## src/expiring_address_deny_list_top_defines.svh

```systemverilog
// Assertion macros shared by the deny-list RTL.
// No dependencies; define ASSERT_OFF to drop all checks.
`ifndef EXPIRING_ADDRESS_DENY_LIST_TOP_DEFINES_SVH
`define EXPIRING_ADDRESS_DENY_LIST_TOP_DEFINES_SVH
`ifndef ASSERT_OFF
`define EDL_ASSERT(lbl, prop) \
  lbl: assert property (@(posedge clk) disable iff (!rst_n) prop) \
    else $error("deny list assertion failed");
`define EDL_ASSERT_ALWAYS(lbl, prop) \
  lbl: assert property (@(posedge clk) prop) \
    else $error("deny list assertion failed");
`else
`define EDL_ASSERT(lbl, prop)
`define EDL_ASSERT_ALWAYS(lbl, prop)
`endif
`endif

```

## src/edl_pkg.sv

```systemverilog
// Package for the expiring address deny list: sizes, item types,
// controller states and the command/status bundles. No dependencies.
package edl_pkg;

  localparam int LIST_DEPTH    = 16;
  localparam int ADDRESS_BITS  = 48;
  localparam int IDX_W         = $clog2(LIST_DEPTH);
  localparam int CNT_W         = $clog2(LIST_DEPTH + 1);
  localparam int DEADLINE_W    = 32;
  localparam int DEV_ADDR_W    = 48;
  localparam int TIMEOUT_W     = 31;
  localparam int ENTRY_COUNT_W = 5;

  typedef struct packed {
    logic                  operation;
    logic [DEV_ADDR_W-1:0] device_address;
    logic [DEADLINE_W-1:0] now_ms;
    logic [TIMEOUT_W-1:0]  deny_ms;
  } in_item_t;

  typedef struct packed {
    logic                     hit;
    logic [ENTRY_COUNT_W-1:0] entry_count;
  } out_item_t;

  typedef struct packed {
    logic [ADDRESS_BITS-1:0] addr;
    logic [DEADLINE_W-1:0]   deadline;
  } entry_t;

  localparam int ENTRY_W = $bits(entry_t);

  localparam logic OP_CHECK = 1'b0;
  localparam logic OP_ADD   = 1'b1;

  typedef enum logic [4:0] {
    ST_IDLE    = 5'b00001,
    ST_SEARCH  = 5'b00010,
    ST_COMPACT = 5'b00100,
    ST_APPEND  = 5'b01000,
    ST_FINISH  = 5'b10000
  } state_t;

  typedef struct packed {
    logic load;
    logic walk;
    logic compact;
    logic rewind;
    logic append;
    logic publish;
  } cmd_t;

  typedef struct packed {
    logic walk_done;
    logic op_add;
  } status_t;

endpackage

```

## src/expiring_address_deny_list_top.sv

```systemverilog
// One item in flight: the next is accepted only once the result is registered, and a
// result held back by the receiver stalls acceptance of the next item.
// Synchronous active-low reset empties the list; entry storage itself is not cleared.
// Top level: ties together edl_ctrl and edl_datapath; depends on edl_pkg.
module expiring_address_deny_list_top (
  input  logic               clk,
  input  logic               rst_n,
  input  logic               in_valid,
  output logic               in_ready,
  input  edl_pkg::in_item_t  in_data,
  output logic               out_valid,
  input  logic               out_ready,
  output edl_pkg::out_item_t out_data
);

  edl_pkg::cmd_t    cmd;
  edl_pkg::status_t status;

  edl_ctrl u_ctrl (
    .clk      (clk),
    .rst_n    (rst_n),
    .in_valid (in_valid),
    .in_op    (in_data.operation),
    .in_ready (in_ready),
    .out_valid(out_valid),
    .out_ready(out_ready),
    .status   (status),
    .cmd      (cmd)
  );

  edl_datapath u_datapath (
    .clk     (clk),
    .rst_n   (rst_n),
    .in_data (in_data),
    .cmd     (cmd),
    .status  (status),
    .out_data(out_data)
  );

endmodule

```

## src/edl_ram.sv

```systemverilog
// Generic single-write, single-read RAM with registered read data.
// No dependencies.
module edl_ram #(
  parameter int WIDTH = 8,
  parameter int DEPTH = 16
) (
  input  logic                     clk,
  input  logic                     we,
  input  logic [$clog2(DEPTH)-1:0] waddr,
  input  logic [WIDTH-1:0]         wdata,
  input  logic                     re,
  input  logic [$clog2(DEPTH)-1:0] raddr,
  output logic [WIDTH-1:0]         rdata
);

  logic [WIDTH-1:0] mem_r [DEPTH];
  logic [WIDTH-1:0] rdata_r;

  always_ff @(posedge clk) begin
    if (we) begin
      mem_r[waddr] <= wdata;
    end
    if (re) begin
      rdata_r <= mem_r[raddr];
    end
  end

  assign rdata = rdata_r;

endmodule

```

## src/edl_ctrl.sv

```systemverilog
// Sequencing state machine for the deny list: handshakes and walk passes.
// Depends on edl_pkg and the assertion macro header.
`include "expiring_address_deny_list_top_defines.svh"
module edl_ctrl (
  input  logic             clk,
  input  logic             rst_n,
  input  logic             in_valid,
  input  logic             in_op,
  output logic             in_ready,
  output logic             out_valid,
  input  logic             out_ready,
  input  edl_pkg::status_t status,
  output edl_pkg::cmd_t    cmd
);

  edl_pkg::state_t state_r, state_nxt;
  logic            out_valid_r, out_valid_nxt;

  always_comb begin
    state_nxt = state_r;
    cmd       = '0;
    in_ready  = 1'b0;
    case (state_r)
      edl_pkg::ST_IDLE: begin
        in_ready = 1'b1;
        if (in_valid) begin
          cmd.load  = 1'b1;
          state_nxt = (in_op == edl_pkg::OP_ADD) ? edl_pkg::ST_SEARCH : edl_pkg::ST_COMPACT;
        end
      end
      edl_pkg::ST_SEARCH: begin
        cmd.walk = 1'b1;
        if (status.walk_done) begin
          cmd.rewind = 1'b1;
          state_nxt  = edl_pkg::ST_COMPACT;
        end
      end
      edl_pkg::ST_COMPACT: begin
        cmd.walk    = 1'b1;
        cmd.compact = 1'b1;
        if (status.walk_done) begin
          state_nxt = status.op_add ? edl_pkg::ST_APPEND : edl_pkg::ST_FINISH;
        end
      end
      edl_pkg::ST_APPEND: begin
        cmd.append = 1'b1;
        state_nxt  = edl_pkg::ST_FINISH;
      end
      edl_pkg::ST_FINISH: begin
        if (!out_valid_r || out_ready) begin
          cmd.publish = 1'b1;
          state_nxt   = edl_pkg::ST_IDLE;
        end
      end
      default: begin
        state_nxt = edl_pkg::ST_IDLE;
      end
    endcase
  end

  always_comb begin
    out_valid_nxt = out_valid_r;
    if (cmd.publish) begin
      out_valid_nxt = 1'b1;
    end else if (out_ready) begin
      out_valid_nxt = 1'b0;
    end
  end

  always_ff @(posedge clk) begin
    if (!rst_n) begin
      state_r     <= edl_pkg::ST_IDLE;
      out_valid_r <= 1'b0;
    end else begin
      state_r     <= state_nxt;
      out_valid_r <= out_valid_nxt;
    end
  end

  assign out_valid = out_valid_r;

  `EDL_ASSERT(a_accept_leaves_idle, in_valid && in_ready |=> state_r != edl_pkg::ST_IDLE)
  `EDL_ASSERT(a_publish_no_overwrite, cmd.publish |-> !out_valid_r || out_ready)
  `EDL_ASSERT_ALWAYS(a_ready_only_idle, in_ready |-> state_r == edl_pkg::ST_IDLE)

endmodule

```

## src/edl_datapath.sv

```systemverilog
// Deny-list datapath: item registers, entry RAM walk, compaction and append.
// Depends on edl_pkg, edl_ram and the assertion macro header.
`include "expiring_address_deny_list_top_defines.svh"
module edl_datapath (
  input  logic               clk,
  input  logic               rst_n,
  input  edl_pkg::in_item_t  in_data,
  input  edl_pkg::cmd_t      cmd,
  output edl_pkg::status_t   status,
  output edl_pkg::out_item_t out_data
);

  logic                             op_r, op_nxt;
  logic [edl_pkg::ADDRESS_BITS-1:0] addr_r, addr_nxt;
  logic [edl_pkg::DEADLINE_W-1:0]   now_r, now_nxt;
  logic [edl_pkg::TIMEOUT_W-1:0]    timeout_r, timeout_nxt;
  logic [edl_pkg::CNT_W-1:0]        count_r, count_nxt;
  logic [edl_pkg::CNT_W-1:0]        rd_r, rd_nxt;
  logic [edl_pkg::CNT_W-1:0]        wr_r, wr_nxt;
  logic [edl_pkg::CNT_W-1:0]        idx_r;
  logic                             pend_r;
  logic                             hit_r, hit_nxt;
  logic                             dropped_r, dropped_nxt;
  logic                             full_r, full_nxt;
  edl_pkg::out_item_t               out_r, out_nxt;

  logic                             issue;
  logic                             match;
  logic                             expired;
  logic                             drop;
  logic                             keep_wr;
  logic [edl_pkg::DEADLINE_W-1:0]   diff;
  logic                             we;
  edl_pkg::entry_t                  wdata;
  edl_pkg::entry_t                  rdata;
  logic [edl_pkg::ENTRY_W-1:0]      rdata_raw;

  assign issue   = cmd.walk && (rd_r != count_r);
  assign rdata   = edl_pkg::entry_t'(rdata_raw);
  assign match   = (rdata.addr == addr_r);
  assign diff    = rdata.deadline - now_r;
  assign expired = diff[edl_pkg::DEADLINE_W-1];

  always_comb begin
    if (op_r == edl_pkg::OP_ADD) begin
      drop = (hit_r && match && !dropped_r) || (!hit_r && full_r && (idx_r == '0));
    end else begin
      drop = expired;
    end
  end

  assign keep_wr = cmd.walk && cmd.compact && pend_r && !drop;
  assign we      = keep_wr || cmd.append;

  always_comb begin
    if (cmd.append) begin
      wdata.addr     = addr_r;
      wdata.deadline = now_r + {1'b0, timeout_r};
    end else begin
      wdata = rdata;
    end
  end

  always_comb begin
    op_nxt      = op_r;
    addr_nxt    = addr_r;
    now_nxt     = now_r;
    timeout_nxt = timeout_r;
    count_nxt   = count_r;
    rd_nxt      = rd_r;
    wr_nxt      = wr_r;
    hit_nxt     = hit_r;
    dropped_nxt = dropped_r;
    full_nxt    = full_r;
    out_nxt     = out_r;
    if (cmd.load) begin
      op_nxt      = in_data.operation;
      addr_nxt    = edl_pkg::ADDRESS_BITS'(in_data.device_address);
      now_nxt     = in_data.now_ms;
      timeout_nxt = in_data.deny_ms;
      rd_nxt      = '0;
      wr_nxt      = '0;
      hit_nxt     = 1'b0;
      dropped_nxt = 1'b0;
      full_nxt    = (count_r == edl_pkg::CNT_W'(edl_pkg::LIST_DEPTH));
    end
    if (cmd.rewind) begin
      rd_nxt = '0;
    end else if (issue) begin
      rd_nxt = rd_r + 1'b1;
    end
    if (cmd.walk && pend_r) begin
      if (!cmd.compact) begin
        if (match) begin
          hit_nxt = 1'b1;
        end
      end else if (drop) begin
        dropped_nxt = 1'b1;
      end else begin
        wr_nxt = wr_r + 1'b1;
        if (op_r == edl_pkg::OP_CHECK && match) begin
          hit_nxt = 1'b1;
        end
      end
    end
    if (cmd.append) begin
      wr_nxt = wr_r + 1'b1;
    end
    if (cmd.publish) begin
      count_nxt           = wr_r;
      out_nxt.hit         = hit_r;
      out_nxt.entry_count = edl_pkg::ENTRY_COUNT_W'(wr_r);
    end
  end

  always_ff @(posedge clk) begin
    if (!rst_n) begin
      count_r <= '0;
      pend_r  <= 1'b0;
    end else begin
      count_r <= count_nxt;
      pend_r  <= issue;
    end
    op_r      <= op_nxt;
    addr_r    <= addr_nxt;
    now_r     <= now_nxt;
    timeout_r <= timeout_nxt;
    rd_r      <= rd_nxt;
    wr_r      <= wr_nxt;
    idx_r     <= rd_r;
    hit_r     <= hit_nxt;
    dropped_r <= dropped_nxt;
    full_r    <= full_nxt;
    out_r     <= out_nxt;
  end

  edl_ram #(
    .WIDTH(edl_pkg::ENTRY_W),
    .DEPTH(edl_pkg::LIST_DEPTH)
  ) u_entry_ram (
    .clk  (clk),
    .we   (we),
    .waddr(wr_r[edl_pkg::IDX_W-1:0]),
    .wdata(wdata),
    .re   (issue),
    .raddr(rd_r[edl_pkg::IDX_W-1:0]),
    .rdata(rdata_raw)
  );

  assign status.walk_done = (rd_r == count_r) && !pend_r;
  assign status.op_add    = (op_r == edl_pkg::OP_ADD);
  assign out_data         = out_r;

  `EDL_ASSERT(a_compact_behind_read, cmd.walk |-> wr_r <= rd_r)
  `EDL_ASSERT(a_count_in_range, count_r <= edl_pkg::CNT_W'(edl_pkg::LIST_DEPTH))

endmodule

```

## config.mk

```make
export PLATFORM = sky130hd
export DESIGN_NAME = expiring_address_deny_list_top
export DESIGN_NICKNAME = d
export VERILOG_FILES = /design/src/edl_pkg.sv /design/src/expiring_address_deny_list_top.sv /design/src/edl_ram.sv /design/src/edl_ctrl.sv /design/src/edl_datapath.sv
export VERILOG_INCLUDE_DIRS = /design/src /design/src/src
export SDC_FILE = /design/constraint.sdc
export NUM_CORES = 2
export LEC_CHECK = 0
export ABC_AREA = 1
export BUFFER_PORTS_ARGS = -buffer_cell sky130_fd_sc_hd__buf_2
export CORE_MARGIN = 2
export CORE_UTILIZATION = 62
export DETAILED_ROUTE_END_ITERATION = 6
export HOLD_SLACK_MARGIN = 0.05
export PLACE_DENSITY_LB_ADDON = 0.25
export REMOVE_ABC_BUFFERS = 1
export SLEW_MARGIN = 20
export SYNTH_ARGS = -nofsm -noshare
export SYNTH_HDL_FRONTEND = slang
export SYNTH_SLANG_ARGS = --single-unit
```

## constraint.sdc

```tcl
create_clock -name clk -period 8.5 [get_ports clk]
set_input_delay 0.425 -clock clk [delete_from_list [all_inputs] [get_ports clk]]
set_output_delay 0.425 -clock clk [all_outputs]
set_load 0.1 [all_outputs]
```

==> results_dict.tcl <==
set metrics [dict create \
    slowest_stage "buf_4" \
    final_nets 5006 \
    r2r_start "u_datapath.now_r[1]" \
    synth_cells 4640 \
    io_buffers 123 \
    fin_crit_ns 4.56 \
    drv_cap 0 \
    leakagePower_nw 23.3 \
    setup_viol 0 \
    synth-seq-cells 1508 \
    cts_made_buffers 149 \
    setup_ws_ns 3.94 \
    reg2reg_slack_ns 3.94 \
    critical_path_class "reg -> reg" \
    cts_resized 0 \
    stdcell_count 6223 \
    syn_to_final_growth_pct 13.0 \
    status "complete, no violations" \
    cts.sinks 1508 \
    row_count 114 \
    max_freq_ghz 0.219 \
    final_common_cell "edfxtp_1" \
    postSynth.asyncResetShare 0 \
    insertion_delay_ns 0.77 \
    relSlewSlack 0.231 \
    routedWlPerCell_um 24.7 \
    overflow 0 \
    die-area_um2 101000 \
    clk_path_buf_depth 3 \
    fin_crit_sh 0.537 \
    ys_seq_area_frac 0.739 \
    grt_max_degree 245 \
    final_area_um2 68800 \
    die_h_um 317 \
    cts_tree "built" \
    vias_per_cell 6.37 \
    power_density_nw_per_um2 255 \
    placed_cell_area_um2 62700 \
    slowest_delay_ns 0.68 \
    drt_pass1_iterations 6 \
    grt_pass1_vias 38922 \
    synth-edff-count 1479 \
    syn_area_um2 60800 \
    synthFlopType "edfxtp_1" \
    finClkSkew_ns 0.0270 \
    dp_cells 5833 \
    arrival_ns 4.95 \
    hold_viol 0 \
    pre_cts_ws_ns 3.95 \
    ff2ff_path_depth 21 \
    grt_pass1_wl_um 230000 \
    r2r_end "u_datapath.u_entry_ram.mem_r[14][39]" \
    ir_drop_uv 260 \
    crit_top_cell "nand2_1" \
    synth_cell_types 47 \
    fin_util 0.709 \
    antenna_found_initial 1 \
    yosys_warnings 0 \
    final_cell_mix "edfxtp_1, nor2_1, o21ai_0, nand2_1, o221ai_1" \
    worstPathCellList "inv_1 -> ha_1 -> nand2_1 -> inv_1 -> nand2_1 -> nand2_1 -> nand2_1 -> nand2_1 -> nand2_1 -> nand2_1 -> nand2_1 -> nand2_1 -> nand2_1 -> nand3_1 -> nand2_1 -> nand2_2 -> nand2_4 -> nand2_1 -> nor2_4 -> buf_4 -> buf_4" \
    hold-worst-slack_ns 0.0977 \
    initial_core_util 0.627 \
    initialDrtViolationCount 5057 \
    dp_hpwl_um 78900 \
    route.vias.total 39623 \
    crit_path_max_fanout 38 \
    coreArea_um2 97000 \
    die_x_um 317 \
    tightestPinTransition_ns 1.15 \
    drive_above_1_share 0.0936 \
    drc 0 \
    grt_use_total 0.306 \
    hold_path.class "in -> reg" \
    cp-startpoint "u_datapath.now_r[1]" \
    gp_congestion 0.870 \
    clkTransAtPathRegs_ns 0.06 \
    drtAntennaViolNets 0 \
    num_io_pins 124 \
    end_kind "flip-flop" \
    report.final.slew_viol_count 0 \
    clockRootBuffer "clkbuf_16" \
    htree_levels 4 \
    worstSetupEndpoint "u_datapath.u_entry_ram.mem_r[14][39]" \
    startpoint_type "flip-flop" \
    antenna_cells 0 \
    whs_path_depth 3 \
    postRouteWirelength_um 154000 \
    worstPathRequired_ns 8.88 \
    avgSynthCellArea_um2 13.1 \
    grt_setup_unrepaired "false" \
]
[cells by family after synthesis]
kind of cell               count (synthesis)  synth area share
adders and majority gates                 67            0.0139
and+or+nand+nor                         1395            0.0916
xor gates and xnor gates                  55           0.00792
buffers and inverters                    431            0.0290
DFF                                     1508             0.739
AOI/OAI and AO/OA                       1184             0.118
[cell usage after synthesis, drive strengths merged, types with 66 or more instances]
| library cell | instances | area, um^2 |
|---|---|---|
| edfxtp | 1479 | 44400 |
| nor2 | 750 | 2830 |
| o21ai | 705 | 3540 |
| nand2 | 470 | 1780 |
| o221ai | 246 | 2150 |
| clkbuf | 203 | 762 |
| inv | 142 | 533 |
| nand3 | 125 | 626 |
| buf | 83 | 452 |
| o211ai | 76 | 571 |
| o22ai | 76 | 475 |
| ha | 66 | 826 |
[how the worst min path moves through the flow]
stage	from	endpoint	slack, ns
2_1_floorplan	u_datapath.rd_r[4]	u_datapath.idx_r[4]	0.39
3_3_place_gp	u_datapath.rd_r[4]	u_datapath.idx_r[4]	0.41
3_5_place_dp	u_datapath.rd_r[4]	u_datapath.idx_r[4]	0.42
4_1_cts	in_valid	u_datapath.addr_r[47]	0.06
5_1_grt	in_valid	u_datapath.addr_r[47]	0.09
6_report	in_valid	u_datapath.addr_r[47]	0.1
[through the flow]
step	total power [mW]	TNS [ns]
floorplan	10.5	-4228.82
finish	17.6	0
global route	18.2	0
global placement	11.0	0
CTS	17.6	0
detailed placement	11.1	0
[state kept, by name (all words and copies together), names as in the netlist]
name / flops
u_datapath.addr_r: 48
u_datapath.hit_r: 1
u_datapath.out_data: 6
u_datapath.u_entry_ram.rdata: 80
u_datapath.dropped_r: 1
u_datapath.pend_r: 1
u_ctrl.state_r: 5
u_ctrl.out_valid: 1
u_datapath.count_r: 5
u_datapath.idx_r: 5
u_datapath.rd_r: 5
u_datapath.full_r: 1
u_datapath.u_entry_ram.mem_r: 1280
u_datapath.timeout_r: 31
u_datapath.op_r: 1
u_datapath.now_r: 32
u_datapath.wr_r: 5
[area by class of cell]
cell class	instances	area, um^2
clock buffer	190	3950
clock inverter	85	897
fill	6301	28200
inverter	145	593
multi-input combinational	2701	14200
sequential	1508	45000
tap	1276	1600
timing repair buffer	318	2470
[timing repair]
action | 4_1_cts | 5_1_grt
endpoints found under the hold margin | 121 | 0
hold buffers | 115 | 0
setup buffers | 0 | 0
[power breakdown]
group / total, mW / internal (mW) / switching, mW
Combinational: 2.65 / 0.744 / 1.90
Sequential: 8.36 / 8.25 / 0.109
Clock: 6.55 / 3.75 / 2.80
[per-layer routing]
metal,global-route usage,vias to the layer above,wire length (um)
li1,-,17632,-
met1,0.414,19432,58900
met5,0,-,17
met4,0.137,2,6330
met2,0.500,2189,75200
met3,0.0441,368,13500
[critical path: cells and delay by family, from the launching register on]
family | cells | cell delay, ns
fa+ha+maj | 1 | 0.24
buf+inv | 4 | 1.52
flops | 1 | 0.40
simple gates | 16 | 2.01
No activity file was read; power rests on OpenSTA's default activity.
